`config.mk`:
```
export PLATFORM = sky130hd
export DESIGN_NAME = timeout_timer_bank
export DESIGN_NICKNAME = d
export VERILOG_FILES = /design/src/hdl/ttb_pkg.sv /design/src/hdl/timeout_timer_bank.sv /design/src/hdl/ttb_cell.sv
export SDC_FILE = /design/constraint.sdc
export NUM_CORES = 2
export LEC_CHECK = 0
export BUFFER_PORTS_ARGS = -buffer_cell sky130_fd_sc_hd__clkbuf_2
export CORE_MARGIN = 5
export CORE_UTILIZATION = 63
export CTS_CLUSTER_SIZE = 16
export DETAILED_ROUTE_END_ITERATION = 10
export GPL_ROUTABILITY_DRIVEN = 0
export GPL_TIMING_DRIVEN = 0
export HOLD_SLACK_MARGIN = 0.08
export PLACE_DENSITY = 0.92
export SLEW_MARGIN = 20
export SYNTH_ARGS = -nofsm -noshare
export SYNTH_HDL_FRONTEND = slang
export SYNTH_HIERARCHICAL = 1
export SYNTH_SLANG_ARGS = --single-unit
```
`constraint.sdc`:
```
create_clock -name clk_i -period 7.3 [get_ports clk_i]
set_input_delay 0.365 -clock clk_i [delete_from_list [all_inputs] [get_ports clk_i]]
set_output_delay 0.365 -clock clk_i [all_outputs]
set_load 0.03 [all_outputs]
```
`src/hdl/ttb_pkg.sv`:
```
// ----------------------------------------------------------------------------
// ttb_pkg: shared types and constants of the timeout timer bank
// Command, result and chain word formats, operation and register codes.
// ----------------------------------------------------------------------------
package ttb_pkg;

  // Default size of the bank and ticks of the 1 ms input per 100 ms step.
  localparam int NUM_TIMERS      = 8;
  localparam int TICKS_PER_TENTH = 100;

  // Only the first eight timers have a bit in the mask registers and can be
  // addressed by the three-bit timer index.
  localparam int MASK_BITS = 8;

  typedef enum logic [1:0] {
    FUNC_TICK    = 2'd0,
    FUNC_START   = 2'd1,
    FUNC_DISABLE = 2'd2,
    FUNC_QUERY   = 2'd3
  } func_e;

  typedef enum logic [1:0] {
    CFG_WATCH     = 2'd0,
    CFG_TRIP      = 2'd1,
    CFG_AUTOCLEAR = 2'd2
  } cfg_reg_e;

  typedef struct packed {
    func_e       func;
    logic [2:0]  timer_index;
    logic [31:0] duration_tenths;
  } ttb_cmd_t;

  typedef struct packed {
    logic        accepted;
    logic [31:0] start_stamp;
    logic        is_enabled;
    logic        has_timed_out;
    logic        due_now;
    logic        trip_request;
    logic [31:0] tenth_count;
  } ttb_result_t;

  // Mask bits that one cell sees.
  typedef struct packed {
    logic watch;
    logic trip;
    logic autoclear;
  } ttb_cell_cfg_t;

  // The word that travels down the row of cells, gathering its result.
  typedef struct packed {
    func_e       func;
    logic [2:0]  idx;
    logic [31:0] dur;
    logic [31:0] count;
    logic        accepted;
    logic [31:0] stamp;
    logic        en;
    logic        tmo;
    logic        due;
    logic        trip;
  } ttb_word_t;

endpackage

```
`src/hdl/timeout_timer_bank.sv`:
```
// ----------------------------------------------------------------------------
// timeout_timer_bank: bank of one-shot timeout timers
// Tick, start, disable and query commands over a row of timer cells.
// ----------------------------------------------------------------------------
//
// Channel   Direction  Handshake              Word
// command   in         start_i, busy_o        cmd_i    (ttb_cmd_t)
// result    out        done_o strobe          result_o (ttb_result_t)
// config    in         cfg_we_i, cfg_idx_i    cfg_data_i (8 bits)
//
// A command is taken at a rising edge with start_i high and busy_o low. The
// word then walks down the row of NumTimers cells, one cell per cycle, and
// its result appears on result_o with done_o high for one cycle, once the
// word leaves the last cell. busy_o stays high through the result cycle, so
// the block takes no new command until the last one's result is out.
// Reset is asynchronous and active low; it clears every timer, the
// prescaler and the count, and loads the default masks.
// The receiver cannot stall: done_o is a strobe and is never held.
// ----------------------------------------------------------------------------
module timeout_timer_bank #(
  parameter int NumTimers     = ttb_pkg::NUM_TIMERS,
  parameter int TicksPerTenth = ttb_pkg::TICKS_PER_TENTH
) (
  input  logic                 clk_i,
  input  logic                 rst_ni,
  input  logic                 start_i,
  output logic                 busy_o,
  input  ttb_pkg::ttb_cmd_t    cmd_i,
  output logic                 done_o,
  output ttb_pkg::ttb_result_t result_o,
  input  logic                 cfg_we_i,
  input  logic [1:0]           cfg_idx_i,
  input  logic [7:0]           cfg_data_i
);

  localparam int PresW = (TicksPerTenth > 1) ? $clog2(TicksPerTenth) : 1;
  localparam logic [PresW-1:0] PresLast = PresW'(TicksPerTenth - 1);

  // Mask registers; the user must write them only while the bank is idle, the block itself does not enforce this.
  logic [7:0] watch_q, trip_q, autoclear_q;

  // The 1 ms prescaler and the 100 ms count.
  logic [PresW-1:0] pres_q, pres_d;
  logic [31:0]      count_q, count_d;

  logic accept;
  logic is_tick;

  // Chain of valid flags and words: entry 0 is the word entering the first
  // cell, entry k leaves cell k-1.
  logic [NumTimers:0] valid;
  ttb_pkg::ttb_word_t word [NumTimers+1];

  assign accept  = start_i && !busy_o;
  assign is_tick = (cmd_i.func == ttb_pkg::FUNC_TICK);

  always_ff @(posedge clk_i or negedge rst_ni) begin
    if (!rst_ni) begin
      watch_q     <= 8'hFF;
      trip_q      <= 8'h00;
      autoclear_q <= 8'h00;
    end else if (cfg_we_i) begin
      case (cfg_idx_i)
        ttb_pkg::CFG_WATCH:     watch_q     <= cfg_data_i;
        ttb_pkg::CFG_TRIP:      trip_q      <= cfg_data_i;
        ttb_pkg::CFG_AUTOCLEAR: autoclear_q <= cfg_data_i;
        default: begin
        end
      endcase
    end
  end

  // A tick moves the prescaler on; on wrap the count steps. The timers then
  // see the count as it stands after the tick.
  always_comb begin
    pres_d  = pres_q;
    count_d = count_q;
    if (accept && is_tick) begin
      if (pres_q == PresLast) begin
        pres_d  = '0;
        count_d = count_q + 32'd1;
      end else begin
        pres_d = pres_q + PresW'(1);
      end
    end
  end

  always_ff @(posedge clk_i or negedge rst_ni) begin
    if (!rst_ni) begin
      pres_q  <= '0;
      count_q <= '0;
    end else begin
      pres_q  <= pres_d;
      count_q <= count_d;
    end
  end

  // The word launched into the row carries the command and the count.
  always_comb begin
    word[0]          = '0;
    word[0].func     = cmd_i.func;
    word[0].idx      = cmd_i.timer_index;
    word[0].dur      = cmd_i.duration_tenths;
    word[0].count    = count_d;
  end
  assign valid[0] = accept;

  for (genvar g = 0; g < NumTimers; g++) begin : g_cell
    ttb_pkg::ttb_cell_cfg_t cell_cfg;
    if (g < ttb_pkg::MASK_BITS) begin : g_masked
      assign cell_cfg.watch     = watch_q[g];
      assign cell_cfg.trip      = trip_q[g];
      assign cell_cfg.autoclear = autoclear_q[g];
    end else begin : g_unmasked
      // Timers beyond the mask width are never watched, tripped or cleared.
      assign cell_cfg = '0;
    end

    ttb_cell #(
      .CellIdx(g)
    ) u_cell (
      .clk_i  (clk_i),
      .rst_ni (rst_ni),
      .valid_i(valid[g]),
      .word_i (word[g]),
      .cfg_i  (cell_cfg),
      .valid_o(valid[g+1]),
      .word_o (word[g+1])
    );
  end

  // Only one command is ever in the row, so the bank is busy while any cell
  // stage holds a valid word, the result cycle included.
  assign busy_o = |valid[NumTimers:1];
  assign done_o = valid[NumTimers];

  always_comb begin
    result_o.accepted      = word[NumTimers].accepted;
    result_o.start_stamp   = word[NumTimers].stamp;
    result_o.is_enabled    = word[NumTimers].en;
    result_o.has_timed_out = word[NumTimers].tmo;
    result_o.due_now       = word[NumTimers].due;
    result_o.trip_request  = word[NumTimers].trip;
    result_o.tenth_count   = word[NumTimers].count;
  end

`ifndef NO_ASSERTIONS
  a_single_word : assert property (@(posedge clk_i) disable iff (!rst_ni)
    $onehot0(valid[NumTimers:1]))
    else $error("more than one word in the cell row");

  a_latency : assert property (@(posedge clk_i) disable iff (!rst_ni)
    accept |-> ##(NumTimers) done_o)
    else $error("result did not appear after the cell row");

  a_pres_range : assert property (@(posedge clk_i) disable iff (!rst_ni)
    pres_q <= PresLast)
    else $error("prescaler out of range");

  a_stamp_zero : assert property (@(posedge clk_i) disable iff (!rst_ni)
    done_o && !result_o.accepted |-> result_o.start_stamp == 32'd0)
    else $error("start stamp set without acceptance");

  a_count_held : assert property (@(posedge clk_i) disable iff (!rst_ni)
    busy_o |=> $stable(count_q) || $past(accept))
    else $error("count moved while a command was in flight");
`endif

endmodule

```
`src/hdl/ttb_cell.sv`:
```
// ----------------------------------------------------------------------------
// ttb_cell: one timer of the timeout timer bank
// Holds one timer's state, acts on the word passing by and hands it on.
// ----------------------------------------------------------------------------
module ttb_cell #(
  parameter int CellIdx = 0
) (
  input  logic                   clk_i,
  input  logic                   rst_ni,
  input  logic                   valid_i,
  input  ttb_pkg::ttb_word_t     word_i,
  input  ttb_pkg::ttb_cell_cfg_t cfg_i,
  output logic                   valid_o,
  output ttb_pkg::ttb_word_t     word_o
);

  localparam bit         Addressable = (CellIdx < ttb_pkg::MASK_BITS);
  localparam logic [2:0] CellSel     = CellIdx[2:0];

  logic               en_q, en_d;
  logic               flag_q, flag_d;
  logic [31:0]        start_q, start_d;
  logic [31:0]        len_q, len_d;
  logic               valid_q;
  ttb_pkg::ttb_word_t word_q, word_d;

  logic [31:0] elapsed;
  logic        due;
  logic        hit;

  assign elapsed = word_i.count - start_q;
  assign due     = (len_q <= elapsed) && !flag_q;
  assign hit     = Addressable && (word_i.idx == CellSel);

  always_comb begin
    en_d    = en_q;
    flag_d  = flag_q;
    start_d = start_q;
    len_d   = len_q;
    word_d  = word_i;
    if (valid_i) begin
      case (word_i.func)
        ttb_pkg::FUNC_TICK: begin
          if (en_q && cfg_i.watch && due) begin
            flag_d = 1'b1;
            if (cfg_i.trip) begin
              word_d.trip = 1'b1;
            end
            if (cfg_i.autoclear) begin
              en_d    = 1'b0;
              flag_d  = 1'b0;
              start_d = '0;
              len_d   = '0;
            end
          end
        end
        ttb_pkg::FUNC_START: begin
          if (hit && !en_q) begin
            en_d            = 1'b1;
            flag_d          = 1'b0;
            start_d         = word_i.count;
            len_d           = word_i.dur;
            word_d.accepted = 1'b1;
            word_d.stamp    = word_i.count;
          end
        end
        ttb_pkg::FUNC_DISABLE: begin
          if (hit) begin
            en_d    = 1'b0;
            flag_d  = 1'b0;
            start_d = '0;
            len_d   = '0;
          end
        end
        ttb_pkg::FUNC_QUERY: begin
          if (hit) begin
            word_d.en  = en_q;
            word_d.tmo = en_q && flag_q;
            word_d.due = due;
          end
        end
        default: begin
        end
      endcase
    end
  end

  always_ff @(posedge clk_i or negedge rst_ni) begin
    if (!rst_ni) begin
      en_q    <= 1'b0;
      flag_q  <= 1'b0;
      start_q <= '0;
      len_q   <= '0;
      valid_q <= 1'b0;
    end else begin
      en_q    <= en_d;
      flag_q  <= flag_d;
      start_q <= start_d;
      len_q   <= len_d;
      valid_q <= valid_i;
    end
  end

  always_ff @(posedge clk_i) begin
    word_q <= word_d;
  end

  assign valid_o = valid_q;
  assign word_o  = word_q;

endmodule
```
# Word-level counts from Yosys, hierarchy flattened

Cells that the tools add are included.
Widths: inputs -> output; s select.

Output and inout port bits: 71
Word-level logic and storage cells: 496
Input port bits: 51
Register bits: 1410

Reduce and logical (&&, ||, !) cells: 101
Mux-type cells: 189
Add/subtract/negate cells: 10
Eq/ne operators: 66
Order comparisons: 8

Operators with widths:

| kind                  | number |
|---|---|
| $pmux 32 s3           | 16 |
| $mux 32               | 42 |
| $mux 33               | 15 |
| $mux 37               | 7 |
| $le 32x32->1          | 8 |
| $sub 32x32->32        | 8 |
| $mux 1                | 78 |
| $ne 2x1->1 const B    | 24 |
| $pmux 1 s3            | 16 |
| $reduce_and 6->1      | 8 |
| $logic_and 1x1->1     | 42 |
| $mux 3                | 14 |
| $reduce_and 5->1      | 8 |
| $eq 2x2->1 const B    | 17 |
| $add 32x1->32 const B | 1 |
| $reduce_bool 3->1     | 8 |
| $eq 2x1->1 const B    | 9 |
| $logic_not 2->1       | 9 |
| $logic_not 1->1       | 17 |
| $ne 2x2->1 const B    | 8 |
| $eq 3x3->1 const B    | 4 |
| $reduce_and 3->1      | 3 |
| $reduce_and 2->1      | 4 |
| $reduce_or 8->1       | 1 |
| 6 further kinds       | 7 |

# Logic depth before layout (Yosys ltp)

Word-level depth: 11
Mapped depth: 27
Mapped depth without buffers: 25

# Modules after synthesis

Netlist, hierarchy kept.

Modules (own cells, without submodules):

| module                           | cells each | instances | sequential area each (um2) | area each (um2) |
|---|---|---|---|---|
| ttb_cell at g_cell[5].u_cell ... | 737        | 2         | 3798.6                     | 7902.6 |
| ttb_cell at g_cell[1].u_cell     | 825        | 1         | 3798.6                     | 8227.9 |
| ttb_cell at g_cell[3].u_cell     | 784        | 1         | 3798.6                     | 8132.8 |
| ttb_cell at g_cell[2].u_cell     | 785        | 1         | 3798.6                     | 8126.5 |
| ttb_cell at g_cell[7].u_cell     | 734        | 1         | 3798.6                     | 7861.3 |
| ttb_cell at g_cell[4].u_cell     | 734        | 1         | 3798.6                     | 7759.9 |
| ttb_cell at g_cell[0].u_cell     | 722        | 1         | 3798.6                     | 7732.4 |
| timeout_timer_bank               | 244        | 1         | 1586.5                     | 2952.8 |

# Worst setup path before layout

OpenSTA, ideal clock, no wires.

Path kind: register to register
Start point: register g_cell[6].u_cell.valid_q
End point: register g_cell[0].u_cell.start_q[10]
Stages on the path, launching flop included: 25
Data arrival time: 5.718 ns
Slack: 1.461 ns
Setup time: 0.121 ns
Data required time: 7.179 ns
Cells stage by stage: dfrtp_1 > nor4_4 > nand3_4 > nor2_1 > mux2_2 > ha_1 > nor2b_1 > o31ai_1 > a21oi_1 > a31oi_1 > o21ai_0 > a21o_1 > a21oi_1 > xor2_1 > ha_1 > a21o_1 > a21o_1 > a21oi_1 > nor2_1 > a2111oi_1 > o22ai_1 > o31a_1 > buf_6 > buf_6 > a22o_1

Longest elaborated chain between the ends: 11

RTL lines:

| element                    | RTL line                  | text |
|---|---|---|
| start: declaration         | ttb_cell.sv:24            | `logic valid_q;` |
| start signal: assignment   | ttb_cell.sv:100           | `valid_q <= valid_i;` |
| $reduce_or 8->1            | timeout_timer_bank.sv:134 | `assign busy_o = \|valid[NumTimers:1];` |
| $logic_not 1->1            | timeout_timer_bank.sv:54  | `assign accept = start_i && !busy_o;` |
| $logic_and 1x1->1          | timeout_timer_bank.sv:54  |  |
| $logic_and 1x1->1          | timeout_timer_bank.sv:78  | `if (accept && is_tick) begin` |
| $mux 32                    | timeout_timer_bank.sv:78  |  |
| net count_d[1]             | timeout_timer_bank.sv:44  | `logic [31:0] count_q, count_d;` |
| $sub 32x32->32             | ttb_cell.sv:31            | `assign elapsed = word_i.count - start_q;` |
| $le 32x32->1               | ttb_cell.sv:32            | `assign due = (len_q <= elapsed) && !flag_q;` |
| $logic_and 1x1->1          | ttb_cell.sv:32            |  |
| $logic_and 1x1->1          | ttb_cell.sv:44            | `if (en_q && cfg_i.watch && due) begin` |
| $ne 2x1->1 (no line)       | n/a                       |  |
| $reduce_and 6->1 (no line) | n/a                       |  |
| end signal: assignment     | ttb_cell.sv:98            | `start_q <= start_d;` |
| end: declaration           | ttb_cell.sv:22            | `logic [31:0] start_q, start_d;` |

The timed path passes the listed nets, and every way through them passes these cells. The select of a mux whose other input is x is not followed.
A chain may end at the register's enable or synchronous reset.

# Final worst setup path

Start point: register pres_q[0]
End point: register g_cell[0].u_cell.start_q[20]

Longest elaborated chain between the ends: 9

RTL lines:

| element                    | RTL line                 | text |
|---|---|---|
| start: declaration         | timeout_timer_bank.sv:43 | `logic [PresW-1:0] pres_q, pres_d;` |
| start signal: assignment   | timeout_timer_bank.sv:93 | `pres_q <= pres_d;` |
| $eq 7x7->1                 | timeout_timer_bank.sv:79 | `if (pres_q == PresLast) begin` |
| $mux 32                    | timeout_timer_bank.sv:79 |  |
| $mux 32                    | timeout_timer_bank.sv:78 |  |
| net count_d[10]            | timeout_timer_bank.sv:44 |  |
| $sub 32x32->32             | ttb_cell.sv:31           |  |
| $le 32x32->1               | ttb_cell.sv:32           |  |
| $logic_and 1x1->1          | ttb_cell.sv:32           |  |
| $logic_and 1x1->1          | ttb_cell.sv:44           |  |
| $ne 2x1->1 (no line)       | n/a                      |  |
| $reduce_and 6->1 (no line) | n/a                      |  |

The timed path passes the listed nets, and every way through them passes these cells. The select of a mux whose other input is x is not followed.

==> impl_metrics.csv <==
group,metric,value,unit
run_status,violations,"negative setup slack",
global_routing,grt_overflow_total,0,
clocking,clock_path_buffers,3,
global_routing,grt_usage,31.2,%
clocking,cts-root-buf,"clkbuf_16",
routing,ant_nets,0,
critical_path,crit_top_cell,"ha_1",
die,die_x,333,um
critical_path,critPathKind,"flop to flop",
synthesis,syn-cell-area,65900,sq um
run_status,run_status,"finished, violations left",
die,die_h,333,um
critical_path,start_kind,"flop",
critical_path,slowest_stage,"a2111oi_2",
routing,wl,179000,um
cells_and_area,layout.nets,7241,
sta,fin_crit,7.34,ns
critical_path,end_kind,"flop",
critical_path,cp_max_fo,10,
clocking,cts-buffers-inserted,136,
synthesis,syn_area_per_cell,10.5,sq um
die,initial_utilization,63.5,%
power,ir_drop,369,uV
routing,vias_per_cell,6.18,
routing,drc_errors,0,
clocking,cts.sinks,1410,
critical_path,crit_arrival,7.96,ns
clocking,clk_pin_slew,0.06,ns
sta,max_freq,136,MHz
power,p_per_area,335,nW/um^2
routing,drt_iter0_markers,4873,
critical_path,max_stage_delay,0.55,ns
die,io_pins,122,
global_routing,antenna_found_initial,2,
place,dp_hpwl,123000,um
sta,finClkSkew,0.0281,ns
synthesis,yosysWarnings,6,
clocking,insertion_delay,0.76,ns
cells_and_area,drive_above_1_share,12.4,%
die,num_rows,118,
min_path,hold_path.class,"input pin to flop",
sta,setup_viol_count_final,14,
die,core_area,104000,sq um
sta,fin_tns_setup,-0.337,ns
global_routing,grt_pass1_wl,278000,um
sta,whs,0.115,ns
cells_and_area,finish.utilization,71.4,%
sta,setup_slack,-0.0446,ns
sta,finalHoldViolations,0,
die,dieArea,111000,sq um
global_routing,grt_start_max_net_pins,90,
sta,tightest_slew,0.978,ns
power,p_leak,33.3,nW
sta,slew-limit-headroom,34.6,%
clocking,cts_max_level,4,
cells_and_area,syn_to_final_growth,12.4,%
routing,wl_per_cell,22.0,um
critical_path,crit_required,7.91,ns
run,drv_cap,0,
cells_and_area,final_cells,8131,
place,place_inst,7811,
place,io_buffers,121,
clocking,cts_tree,"done",
global_routing,grt_pass1_vias,52166,
routing,vias,50249,
routing,dr.pass1.iters,8,
critical_path,path_cells,"ha_1, and4bb_2, nand2_1, buf_1, nor4_1, xor2_1, ha_1, a21oi_1, a21oi_1, a32oi_1, o211a_1, o31ai_2, a41oi_1, xnor2_1, ha_1, nand4_1, or2_1, nor2_1, a2111oi_2, o22ai_2, o31a_1, buf_6, buf_6, a22o_1",
synthesis,synthCells,6265,
sta,fin_crit_sh,101,%
sta,maxSlewViolCount,0,
-- critical path, delay by kind of cell, from the launching register on --
kind                       cells  cell delay (ns)
buffers and inverters          3             0.65
xor gates and xnor gates       2             0.76
DFF                            1             0.40
and+or+nand+nor                6             1.46
AOI/OAI and AO/OA             10             3.00
adders and majority gates      3             0.91
-- per-stage QoR --
stage	area [sq um]	worst slack (ns)	total power [mW]
3_3_place_gp	68300	-8.64	16.4
6_report	74000	-0.0446	24.8
5_1_grt	74000	-0.179	25.9
4_1_cts	73800	0.0960	24.5
2_1_floorplan	66000	1.46	14.7
3_5_place_dp	68600	-0.822	16.9
-- where the power goes --
part | switching, mW | internal [mW] | leakage [nW] | total, mW
logic | 4.76 | 3.35 | 16.1 | 8.11
registers | 0.685 | 8.70 | 14.9 | 9.38
clock network | 3.06 | 4.26 | 2.29 | 7.32
-- what timing repair did --
item	4_1_cts	5_1_grt
hold endpoints to repair	225	0
setup buffers	6	14
setup endpoints to repair	68	65
hold buffers	47	0
pin swaps	3	7
gates resized for setup	2	24
-- routing by layer --
layer	routed length (um)	up-vias	track usage, %
met2	84700	2882	52.8
met3	15000	847	4.78
met4	14900	0	21.8
met1	64700	24056	36.4
met5	0	-	0
li1	-	22464	-
-- registers in the layout, indices dropped and copies added (netlist names), 8 cells and up --
name and flops:
g_cell.u_cell/valid_o 8, g_cell.u_cell/word_o 811, count_q 32, autoclear_q 8, g_cell.u_cell/start_q 256, g_cell.u_cell/flag_q 8, g_cell.u_cell/en_q 8, g_cell.u_cell/len_q 256
watch_q 8, trip_q 8
-- path summary, 6_finish.rpt --
kind | startpoint | end | slack (ns) | cells after the start
max reg2reg | pres_q[0] | g_cell[0].u_cell/start_q[20] | -0.04 | 24
min | cfg_idx_i[1] | watch_q[6] | 0.12 | 3
min reg2reg | g_cell[5].u_cell/word_o[101] | g_cell[6].u_cell/word_o[101] | 0.34 | 0
min in group asynchronous | rst_ni | g_cell[7].u_cell/len_q[0] | 0.13 | 2
max in group asynchronous | rst_ni | g_cell[0].u_cell/len_q[18] | 4.53 | 8
max | pres_q[0] | g_cell[0].u_cell/start_q[20] | -0.04 | 24
-- placed cells by master, fill, tap and decap left out, types with 32 or more instances in the layout --
| cell | count |
|---|---|
| a21o_1 | 195 |
| conb_1 | 37 |
| nor2_1 | 194 |
| o21a_1 | 46 |
| o21ai_0 | 149 |
| nor3_1 | 60 |
| xor2_1 | 128 |
| a21oi_1 | 255 |
| mux2_2 | 283 |
| clkbuf_1 | 161 |
| inv_1 | 573 |
| mux2i_1 | 390 |
| dlygate4sd3_1 | 48 |
| nor4_1 | 32 |
| nand2_1 | 690 |
| clkbuf_2 | 121 |
| dfxtp_1 | 811 |
| xnor2_1 | 106 |
| nand3_1 | 84 |
| o21ai_1 | 48 |
| ha_1 | 546 |
| nand2b_1 | 55 |
| nand4_1 | 84 |
| nor2b_1 | 42 |
| o22ai_1 | 56 |
| a22o_1 | 34 |
| nand3b_1 | 95 |
| and3_1 | 36 |
| clkbuf_16 | 142 |
| dfrtp_1 | 591 |
-- layout make-up --
cell class	count	area, sq um
Antenna cell	3	7.51
Buffer	198	1330
Clock buffer	192	3970
Clock inverter	58	727
Fill cell	6055	29600
Inverter	573	2150
Multi-Input combinational cell	4120	31400
Sequential cell	1410	31200
Tap cell	1380	1730
Timing Repair Buffer	197	1470
Note: power is estimated with default switching activity, not from simulation.
